`src/cpaq_pkg.sv`:
```
`default_nettype none

package cpaq_pkg;

  localparam int unsigned DEFAULT_QUEUE_DEPTH = 16;

  localparam int unsigned ID_W    = 16;
  localparam int unsigned UNITS_W = 16;
  localparam int unsigned DUR_W   = 32;
  localparam int unsigned SVC_W   = 33;
  localparam int unsigned OVH_W   = 25;
  localparam int unsigned QLEN_W  = 5;

  // Event codes carried in the result
  localparam logic [1:0] EV_STARTED  = 2'd0;
  localparam logic [1:0] EV_QUEUED   = 2'd1;
  localparam logic [1:0] EV_DONE     = 2'd2;
  localparam logic [1:0] EV_REJECTED = 2'd3;

  // Operation codes of an input item
  localparam logic OP_ARRIVE   = 1'b0;
  localparam logic OP_COMPLETE = 1'b1;

  // Register indexes (byte address 4*index)
  localparam logic [1:0] REG_TOTAL_CAP  = 2'd0;
  localparam logic [1:0] REG_FAAS_INIT  = 2'd1;
  localparam logic [1:0] REG_CONT_INIT  = 2'd2;
  localparam logic [1:0] REG_FAAS_INST  = 2'd3;

  localparam logic [15:0] RST_TOTAL_CAP = 16'd1024;
  localparam logic [7:0]  RST_FAAS_INST = 8'd1;

  typedef struct packed {
    logic               operation;
    logic [ID_W-1:0]    job_id;
    logic [UNITS_W-1:0] demand;
    logic [DUR_W-1:0]   duration;
    logic               is_faas;
  } in_item_t;

  typedef struct packed {
    logic [1:0]         event_kind;
    logic [ID_W-1:0]    out_job_id;
    logic [SVC_W-1:0]   service_time;
    logic               was_waiting;
    logic [UNITS_W-1:0] free_capacity;
    logic [UNITS_W-1:0] jobs_in_system;
    logic [QLEN_W-1:0]  queue_length;
    logic               last;
  } result_t;

  typedef struct packed {
    logic [ID_W-1:0]    job_id;
    logic [UNITS_W-1:0] demand;
    logic [DUR_W-1:0]   duration;
    logic               is_faas;
  } wait_entry_t;

  typedef struct packed {
    logic [SVC_W-1:0] a;
    logic [SVC_W-1:0] b;
    logic             sub;
  } alu_req_t;

  typedef struct packed {
    logic [SVC_W-1:0] res;
    logic             cout;
  } alu_rsp_t;

endpackage

`default_nettype wire

```
`src/cpaq_alu.sv`:
```
`default_nettype none

// Shared add/subtract unit; on subtract, cout high means no borrow (a >= b).
module cpaq_alu (
  input  wire cpaq_pkg::alu_req_t req_i,
  output cpaq_pkg::alu_rsp_t      rsp_o
);
  import cpaq_pkg::*;

  logic [SVC_W:0] sum_w;

  assign sum_w = {1'b0, req_i.a} + {1'b0, (req_i.sub ? ~req_i.b : req_i.b)}
               + (SVC_W+1)'(req_i.sub);

  assign rsp_o.res  = sum_w[SVC_W-1:0];
  assign rsp_o.cout = sum_w[SVC_W];

endmodule

`default_nettype wire

```
`src/cpaq_queue_mem.sv`:
```
`default_nettype none

// Wait-queue storage: one write port, one registered read port.
module cpaq_queue_mem #(
  parameter  int unsigned DEPTH = cpaq_pkg::DEFAULT_QUEUE_DEPTH,
  localparam int unsigned AW    = (DEPTH > 1) ? $clog2(DEPTH) : 1
) (
  input  wire                         clk_i,
  input  wire                         we_i,
  input  wire  [AW-1:0]               waddr_i,
  input  wire  cpaq_pkg::wait_entry_t wdata_i,
  input  wire  [AW-1:0]               raddr_i,
  output cpaq_pkg::wait_entry_t       rdata_o
);
  import cpaq_pkg::*;

  wait_entry_t mem_q [DEPTH];
  wait_entry_t rdata_q;

  always_ff @(posedge clk_i) begin
    if (we_i) begin
      mem_q[waddr_i] <= wdata_i;
    end
    rdata_q <= mem_q[raddr_i];
  end

  assign rdata_o = rdata_q;

endmodule

`default_nettype wire

```
`src/capacity_pool_admission_queue.sv`:
```
`default_nettype none

// Channel   | Direction | Handshake                         | Payload
// ----------+-----------+-----------------------------------+------------------
// request   | in        | start high while busy low         | req_i (in_item_t)
// result    | out       | result_strobe_o, one cycle each   | result_o (result_t)
// config    | in/out    | APB write on psel&penable&pwrite  | pwdata / prdata
//
// Steps: an arrival that starts at once does a compare, then the service-time
// add; a queued or rejected arrival only the compare. A completion returns and
// clips capacity, checks the queue head, and per job started from the queue adds
// its service time and checks the head again, all on the single shared adder.
// Reset: rst_ni clears the sequencer, counters and queue pointers at once and
// loads the register reset values; queue memory is not cleared.
// Stalls: the receiver cannot stall; each result transfer lasts one cycle.
module capacity_pool_admission_queue #(
  parameter  int unsigned QUEUE_DEPTH = cpaq_pkg::DEFAULT_QUEUE_DEPTH,
  localparam int unsigned AW = (QUEUE_DEPTH > 1) ? $clog2(QUEUE_DEPTH) : 1,
  localparam int unsigned FW = $clog2(QUEUE_DEPTH + 1)
) (
  input  wire                      clk_i,
  input  wire                      rst_ni,
  // request channel
  input  wire                      start,
  output logic                     busy,
  input  wire  cpaq_pkg::in_item_t req_i,
  // result channel
  output logic                     result_strobe_o,
  output cpaq_pkg::result_t        result_o,
  // configuration port
  input  wire                      psel,
  input  wire                      penable,
  input  wire                      pwrite,
  input  wire  [3:0]               paddr,
  input  wire  [31:0]              pwdata,
  output logic [31:0]              prdata,
  output logic                     pready
);
  import cpaq_pkg::*;

  localparam logic [AW-1:0] LAST_SLOT = AW'(QUEUE_DEPTH - 1);
  localparam logic [FW-1:0] FULL_FILL = FW'(QUEUE_DEPTH);

  typedef enum logic [6:0] {
    S_IDLE = 7'b0000001,
    S_ARR  = 7'b0000010,
    S_SVC  = 7'b0000100,
    S_CMP1 = 7'b0001000,
    S_CMP2 = 7'b0010000,
    S_HEAD = 7'b0100000,
    S_QSVC = 7'b1000000
  } state_e;

  state_e state_q, state_d;

  // configuration registers
  logic [15:0] total_q, faas_init_q, cont_init_q;
  logic [7:0]  faas_inst_q;

  // pool state
  logic [UNITS_W-1:0] free_q, free_d;
  logic [UNITS_W-1:0] jobs_q, jobs_d;
  logic [AW-1:0]      head_q, head_d;
  logic [AW-1:0]      tail_q, tail_d;
  logic [FW-1:0]      fill_q, fill_d;

  // working registers
  in_item_t        item_q, item_d;
  logic [OVH_W-1:0] ovh_q, ovh_d;
  logic [16:0]     sum_q, sum_d;
  result_t         hold_q, hold_d;
  result_t         res_q, res_d;
  logic            strobe_q, strobe_d;

  alu_req_t        alu_req;
  alu_rsp_t        alu_rsp;
  wait_entry_t     wr_entry, rd_entry;
  logic            mem_we;

  logic [23:0]       faas_prod;
  logic [OVH_W-1:0]  ovh_faas, ovh_cont;
  logic [UNITS_W-1:0] jobs_inc, jobs_dec, free_clip;
  logic              cfg_wr;

  cpaq_alu u_alu (
    .req_i (alu_req),
    .rsp_o (alu_rsp)
  );

  cpaq_queue_mem #(
    .DEPTH (QUEUE_DEPTH)
  ) u_queue_mem (
    .clk_i   (clk_i),
    .we_i    (mem_we),
    .waddr_i (tail_q),
    .wdata_i (wr_entry),
    .raddr_i (head_q),
    .rdata_o (rd_entry)
  );

  // Start-up overhead: 2*K*faas_init or 2*container_init
  assign faas_prod = faas_inst_q * faas_init_q;
  assign ovh_faas  = {faas_prod, 1'b0};
  assign ovh_cont  = {8'b0, cont_init_q, 1'b0};

  // Saturating job counter steps
  assign jobs_inc = (jobs_q != '1) ? jobs_q + 1'b1 : jobs_q;
  assign jobs_dec = (jobs_q != '0) ? jobs_q - 1'b1 : jobs_q;

  // Clip returned capacity: cout on sum - total means sum >= total
  assign free_clip = alu_rsp.cout ? total_q : sum_q[UNITS_W-1:0];

  assign wr_entry.job_id   = item_q.job_id;
  assign wr_entry.demand   = item_q.demand;
  assign wr_entry.duration = item_q.duration;
  assign wr_entry.is_faas  = item_q.is_faas;

  assign busy            = (state_q != S_IDLE);
  assign result_strobe_o = strobe_q;
  assign result_o        = res_q;

  // ---------------------------------------------------------------------
  // Configuration port
  // ---------------------------------------------------------------------
  assign pready = 1'b1;
  assign cfg_wr = psel && penable && pwrite;

  always_comb begin
    unique case (paddr[3:2])
      REG_TOTAL_CAP: prdata = {16'b0, total_q};
      REG_FAAS_INIT: prdata = {16'b0, faas_init_q};
      REG_CONT_INIT: prdata = {16'b0, cont_init_q};
      REG_FAAS_INST: prdata = {24'b0, faas_inst_q};
      default:       prdata = '0;
    endcase
  end

  always_ff @(posedge clk_i or negedge rst_ni) begin
    if (!rst_ni) begin
      total_q     <= RST_TOTAL_CAP;
      faas_init_q <= '0;
      cont_init_q <= '0;
      faas_inst_q <= RST_FAAS_INST;
    end else if (cfg_wr) begin
      unique case (paddr[3:2])
        REG_TOTAL_CAP: total_q     <= pwdata[15:0];
        REG_FAAS_INIT: faas_init_q <= pwdata[15:0];
        REG_CONT_INIT: cont_init_q <= pwdata[15:0];
        REG_FAAS_INST: faas_inst_q <= pwdata[7:0];
        default: ;
      endcase
    end
  end

  // ---------------------------------------------------------------------
  // Sequencer around the shared adder
  // ---------------------------------------------------------------------
  always_comb begin
    state_d  = state_q;
    free_d   = free_q;
    jobs_d   = jobs_q;
    head_d   = head_q;
    tail_d   = tail_q;
    fill_d   = fill_q;
    item_d   = item_q;
    ovh_d    = ovh_q;
    sum_d    = sum_q;
    hold_d   = hold_q;
    res_d    = res_q;
    strobe_d = 1'b0;
    mem_we   = 1'b0;
    alu_req  = '0;

    unique case (state_q)
      S_IDLE: begin
        if (start) begin
          item_d  = req_i;
          state_d = (req_i.operation == OP_COMPLETE) ? S_CMP1 : S_ARR;
        end
      end

      // Arrival: free - demand; start only on a strictly positive difference
      S_ARR: begin
        alu_req.a   = SVC_W'(free_q);
        alu_req.b   = SVC_W'(item_q.demand);
        alu_req.sub = 1'b1;
        ovh_d       = item_q.is_faas ? ovh_faas : ovh_cont;
        res_d.out_job_id   = item_q.job_id;
        res_d.service_time = '0;
        res_d.was_waiting  = 1'b0;
        res_d.last         = 1'b1;
        if (alu_rsp.cout && (alu_rsp.res[UNITS_W-1:0] != '0)) begin
          free_d  = alu_rsp.res[UNITS_W-1:0];
          jobs_d  = jobs_inc;
          state_d = S_SVC;
        end else if (fill_q < FULL_FILL) begin
          // Queue the request at the tail
          mem_we  = 1'b1;
          tail_d  = (tail_q == LAST_SLOT) ? '0 : tail_q + 1'b1;
          fill_d  = fill_q + 1'b1;
          jobs_d  = jobs_inc;
          res_d.event_kind     = EV_QUEUED;
          res_d.free_capacity  = free_q;
          res_d.jobs_in_system = jobs_inc;
          res_d.queue_length   = QLEN_W'(fill_q + 1'b1);
          strobe_d = 1'b1;
          state_d  = S_IDLE;
        end else begin
          res_d.event_kind     = EV_REJECTED;
          res_d.free_capacity  = free_q;
          res_d.jobs_in_system = jobs_q;
          res_d.queue_length   = QLEN_W'(fill_q);
          strobe_d = 1'b1;
          state_d  = S_IDLE;
        end
      end

      // Direct start: service time = duration + overhead
      S_SVC: begin
        alu_req.a   = SVC_W'(item_q.duration);
        alu_req.b   = SVC_W'(ovh_q);
        alu_req.sub = 1'b0;
        res_d.event_kind     = EV_STARTED;
        res_d.out_job_id     = item_q.job_id;
        res_d.service_time   = alu_rsp.res;
        res_d.was_waiting    = 1'b0;
        res_d.free_capacity  = free_q;
        res_d.jobs_in_system = jobs_q;
        res_d.queue_length   = QLEN_W'(fill_q);
        res_d.last           = 1'b1;
        strobe_d = 1'b1;
        state_d  = S_IDLE;
      end

      // Completion: return capacity, then clip to the total
      S_CMP1: begin
        alu_req.a   = SVC_W'(free_q);
        alu_req.b   = SVC_W'(item_q.demand);
        alu_req.sub = 1'b0;
        sum_d   = alu_rsp.res[16:0];
        jobs_d  = jobs_dec;
        state_d = S_CMP2;
      end

      S_CMP2: begin
        alu_req.a   = SVC_W'(sum_q);
        alu_req.b   = SVC_W'(total_q);
        alu_req.sub = 1'b1;
        free_d  = free_clip;
        hold_d.event_kind     = EV_DONE;
        hold_d.out_job_id     = item_q.job_id;
        hold_d.service_time   = '0;
        hold_d.was_waiting    = 1'b0;
        hold_d.free_capacity  = free_clip;
        hold_d.jobs_in_system = jobs_q;
        hold_d.queue_length   = QLEN_W'(fill_q);
        hold_d.last           = 1'b0;
        state_d = S_HEAD;
      end

      // Check the queue head; release the held result once its last flag is known
      S_HEAD: begin
        alu_req.a   = SVC_W'(free_q);
        alu_req.b   = SVC_W'(rd_entry.demand);
        alu_req.sub = 1'b1;
        res_d    = hold_q;
        strobe_d = 1'b1;
        if ((fill_q != '0) && alu_rsp.cout) begin
          res_d.last      = 1'b0;
          free_d          = alu_rsp.res[UNITS_W-1:0];
          head_d          = (head_q == LAST_SLOT) ? '0 : head_q + 1'b1;
          fill_d          = fill_q - 1'b1;
          item_d.job_id   = rd_entry.job_id;
          item_d.duration = rd_entry.duration;
          item_d.is_faas  = rd_entry.is_faas;
          ovh_d           = rd_entry.is_faas ? ovh_faas : ovh_cont;
          state_d         = S_QSVC;
        end else begin
          res_d.last = 1'b1;
          state_d    = S_IDLE;
        end
      end

      // Start from the queue: build the held result, go back to the head check
      S_QSVC: begin
        alu_req.a   = SVC_W'(item_q.duration);
        alu_req.b   = SVC_W'(ovh_q);
        alu_req.sub = 1'b0;
        hold_d.event_kind     = EV_STARTED;
        hold_d.out_job_id     = item_q.job_id;
        hold_d.service_time   = alu_rsp.res;
        hold_d.was_waiting    = 1'b1;
        hold_d.free_capacity  = free_q;
        hold_d.jobs_in_system = jobs_q;
        hold_d.queue_length   = QLEN_W'(fill_q);
        hold_d.last           = 1'b0;
        state_d = S_HEAD;
      end

      default: state_d = S_IDLE;
    endcase
  end

  always_ff @(posedge clk_i or negedge rst_ni) begin
    if (!rst_ni) begin
      state_q  <= S_IDLE;
      free_q   <= RST_TOTAL_CAP;
      jobs_q   <= '0;
      head_q   <= '0;
      tail_q   <= '0;
      fill_q   <= '0;
      strobe_q <= 1'b0;
    end else begin
      state_q  <= state_d;
      free_q   <= free_d;
      jobs_q   <= jobs_d;
      head_q   <= head_d;
      tail_q   <= tail_d;
      fill_q   <= fill_d;
      strobe_q <= strobe_d;
    end
  end

  // Payload registers: no reset needed
  always_ff @(posedge clk_i) begin
    item_q <= item_d;
    ovh_q  <= ovh_d;
    sum_q  <= sum_d;
    hold_q <= hold_d;
    res_q  <= res_d;
  end

endmodule

`default_nettype wire

```
`config.mk`:
```
export PLATFORM = sky130hd
export DESIGN_NAME = capacity_pool_admission_queue
export DESIGN_NICKNAME = d
export VERILOG_FILES = /design/src/cpaq_pkg.sv /design/src/cpaq_alu.sv /design/src/cpaq_queue_mem.sv /design/src/capacity_pool_admission_queue.sv
export SDC_FILE = /design/constraint.sdc
export NUM_CORES = 2
export LEC_CHECK = 0
export BUFFER_PORTS_ARGS = -buffer_cell sky130_fd_sc_hd__buf_2
export CAP_MARGIN = 20
export CORE_MARGIN = 2
export CORE_UTILIZATION = 56
export CTS_CLUSTER_SIZE = 30
export DETAILED_ROUTE_END_ITERATION = 16
export GPL_TIMING_DRIVEN = 1
export HOLD_SLACK_MARGIN = 0.15
export MAX_ROUTING_LAYER = met4
export PLACE_DENSITY = 0.76
export SYNTH_ARGS = -nofsm -noshare
export SYNTH_HDL_FRONTEND = slang
export SYNTH_SLANG_ARGS = --single-unit
export TNS_END_PERCENT = 30
```
`constraint.sdc`:
```
create_clock -name clk_i -period 8.4 [get_ports clk_i]
set_clock_uncertainty 0.1 [all_clocks]
set_input_delay 2.1 -clock clk_i [delete_from_list [all_inputs] [get_ports clk_i]]
set_output_delay 2.1 -clock clk_i [all_outputs]
set_load 0.005 [all_outputs]
```
==> out/qor.yml <==
outcome:
  status: "finished clean"
hold_path:
  hp-start: "u_queue_mem.rdata_o[63]"
  worstHoldPathType: "reg -> reg"
logic_synthesis:
  synth-compound-area-share: 0.0414
  yosysUniqueCellTypes: 90
  synthesis_warning_total: 0
  netlist.top_cell.by_area: "edfxtp_1"
  synthCells: 3764
  synth_fa_ha_area_frac: 0.0438
  asyncSetResetFlopFracSynth: 0.0728
  ys_ff_latch: 1498
  ys_seq_area_frac: 0.684
  synth_simple_gate_area_frac: 0.0632
  synth.avg_cell_area_sq_um: 17.0
  synth_xor_area_frac: 0.00956
  post-synth-top-area-fraction: 0.621
  synthMostInstantiatedCell: "edfxtp_1"
  ys_top_cells_by_count: "edfxtp_1, nand2_1, mux4_2"
  synthFlopType: "edfxtp_1"
  syn-cell-area_sq_mm: 0.0640
  yosys-mux-area-fraction: 0.135
  post_synth_main_area_contributors: "edfxtp_1, mux4_2, dfrtp_1"
  combinational_family_with_the_most_area_after_synthesis: "multiplexers"
  synth_enable_flop_cells: 1324
final_layout:
  final_design_area_no_fill_sq_mm: 0.0721
  nNetsFinal: 4277
  final_layout_size_suffix_gt1_frac: 0.233
  relative_area_change_from_synthesis_to_final_layout_pct: 12.7
placement:
  dpl-instance-area_sq_mm: 0.0672
  place_hpwl_microns: 94900
  io_buffer_count: 197
  gp_congestion: 0.927
worst_setup_path:
  reg2reg_from: "state_q[1]"
  criticalPathCategory: "reg -> reg"
  crit_path_start_kind: "flip-flop"
  cp_data_arrival_time_ps: 8290
  capturing_element_type_of_the_critical_path: "flip-flop"
  worst-endpoint-required_ps: 8740
  cp_max_fo: 23
  setup.worst_path.start: "state_q[1]"
routing:
  routedWlPerCell_microns: 28.4
  vias_post_dr: 35700
  drc: 0
  detail-route-antenna-nets: 0
  total_detailed_routing_wirelength_microns: 160000
  drt_first_iter_violations: 4182
  drt_first_pass_iters: 9
  viasPerCell: 6.33
floorplanning:
  placementRows: 124
  die_h_microns: 342
  core_area_sq_mm: 0.114
  die-area_sq_mm: 0.117
  die_width_microns: 342
  floorplan.initialDensity: 0.562
  io_pins: 233
clock_tree:
  cts-root-buf: "clkbuf_16"
  cts_sinks: 1498
  cts-buffers-inserted: 147
  tritoncts_clock_tree: "built"
  cts-resized-gates: 0
  clk_pin_slew_worst_paths_ps: 60
  clock_path_buffers: 3
  cts_post_setup_buffers_inserted: 0
  cts-htree-levels: 4
  cts_hold_repair.buffers: 0
  clk-insertion-delay-late_ps: 770
grt:
  wire_length_of_the_first_global_routing_pass_microns: 237000
  first_global_vias: 35800
  grt_max_degree: 105
  total_routing_usage_reported_by_global_routing: 0.285
  grt_overflow_total: 0
  grt_antenna_before_repair: 2
sta:
  tightestPinTransition_ps: 1150
  finalSetupViolations: 0
  finalCritPeriodShare: 0.946
  hold_viol_final: 0
  timing.final.max_slew_violations: 0
  totalNegativeSetupSlack_ps: 0
  max_slew_margin: 0.234
  achievable-frequency_ghz: 0.126
  finalWorstPathRequiredPeriod_ps: 7950
  grt_setup_unrepaired: "false"
power_and_ir_drop:
  share_clk_of_total_power: 0.336
  netSwitchingFraction: 0.284
  power.combinational.fraction: 0.175
  max-vdd-ir-drop_mv: 0.261
  seqPwrFrac: 0.489
  total_leakage_power_uw: 0.0252
  power_uw: 19600
  p_switching_uw: 5570
  power_density_mw_per_mm2: 272
  internal_power_uw: 14000
run:
  cap_violations: 0
==> per-stage QoR <==
| stage | cells | util | worst slack, ps | hold WS, ps |
|---|---|---|---|---|
| 2_1_floorplan | 3779 | - | 472 | 323 |
| 3_3_place_gp | 5356 | 0.590 | 717 | 372 |
| 3_5_place_dp | 5356 | 0.590 | 639 | 377 |
| 4_1_cts | 5630 | 0.633 | 579 | 387 |
| 5_1_grt | 5635 | 0.633 | 200 | 400 |
| 6_report | 5636 | 0.633 | 454 | 380 |
==> placed cells by master (no fill, tap or decap), drive strengths merged, types with 85 or more instances in the layout <==
cell type / instances
edfxtp: 1324
nand2: 391
mux4: 333
buf: 285
clkbuf: 211
inv: 149
and2: 128
o21ai: 114
dfrtp: 105
nor2: 93
ha: 88
fa: 85
==> sequential cells by signal, indices dropped and copies added, names as in the netlist, 17 cells and up <==
name / cells
hold_q: 88
item_q: 65
ovh_q: 24
result_o: 90
sum_q: 17
u_queue_mem.mem_q: 1040
u_queue_mem.rdata_o: 65
==> power by group through the flow <==
stage               clock network, uW  logic [uW]  registers [uW]
floorplan                           0        2560            9300
global placement                    0        3350            9670
detailed placement                  0        3410            9710
CTS                              6650        3450            9560
global route                     6910        3860            9630
finish                           6580        3440            9570
==> worst max-delay path, cell delays in order, from the launching register on <==
cell and delay [ps]:
dfrtp_1 530, or4b_1 640, nor2_2 780, a222oi_1 230, nand2_1 230, xnor2_1 90, ha_1 400, a21o_1 240
a221oi_1 400, xnor2_1 230, or4_1 570, nor4_1 200, o21ai_0 140, or4_1 400, or4_1 750, a211oi_4 510
and3_1 310, and2_4 500, buf_4 320
==> logic make-up after synthesis <==
group / count (synthesis)
flops: 1498
simple gates: 842
mux: 438
compound gates: 386
buf+inv: 356
fa+ha+maj: 173
xor+xnor: 69
other cells: 2
==> worst paths after layout <==
| path | to | slack [ps] | cells after the start |
|---|---|---|---|
| setup / recovery | u_queue_mem.mem_q[4][26] | 450 | 18 |
| hold / removal | item_q[63] | 380 | 2 |
| setup reg to reg | u_queue_mem.mem_q[4][26] | 450 | 18 |
| max in group asynchronous | faas_inst_q[6] | 5520 | 2 |
| min in group asynchronous | jobs_q[3] | 1290 | 1 |
| hold reg to reg | item_q[63] | 380 | 2 |
==> area by class of cell <==
cell class / count / area, sq um
flip-flops and latches: 1498 / 43800
fillers: 7766 / 41800
multi-input cells: 1925 / 19000
clock buffers: 210 / 4140
repair buffers: 286 / 2070
well taps: 1512 / 1890
clock inverters: 64 / 713
inverters: 138 / 518
diodes: 3 / 7.51
==> routing by layer <==
metal  vias up  track usage  routed length, microns
met5         -            -                       0
met4         0       0.0891                    4850
met3       296       0.0413                   11400
met2      1687        0.469                   82100
met1     18700        0.370                   61700
li1      15000            -                       -
No activity file was read; power rests on OpenSTA's default activity.
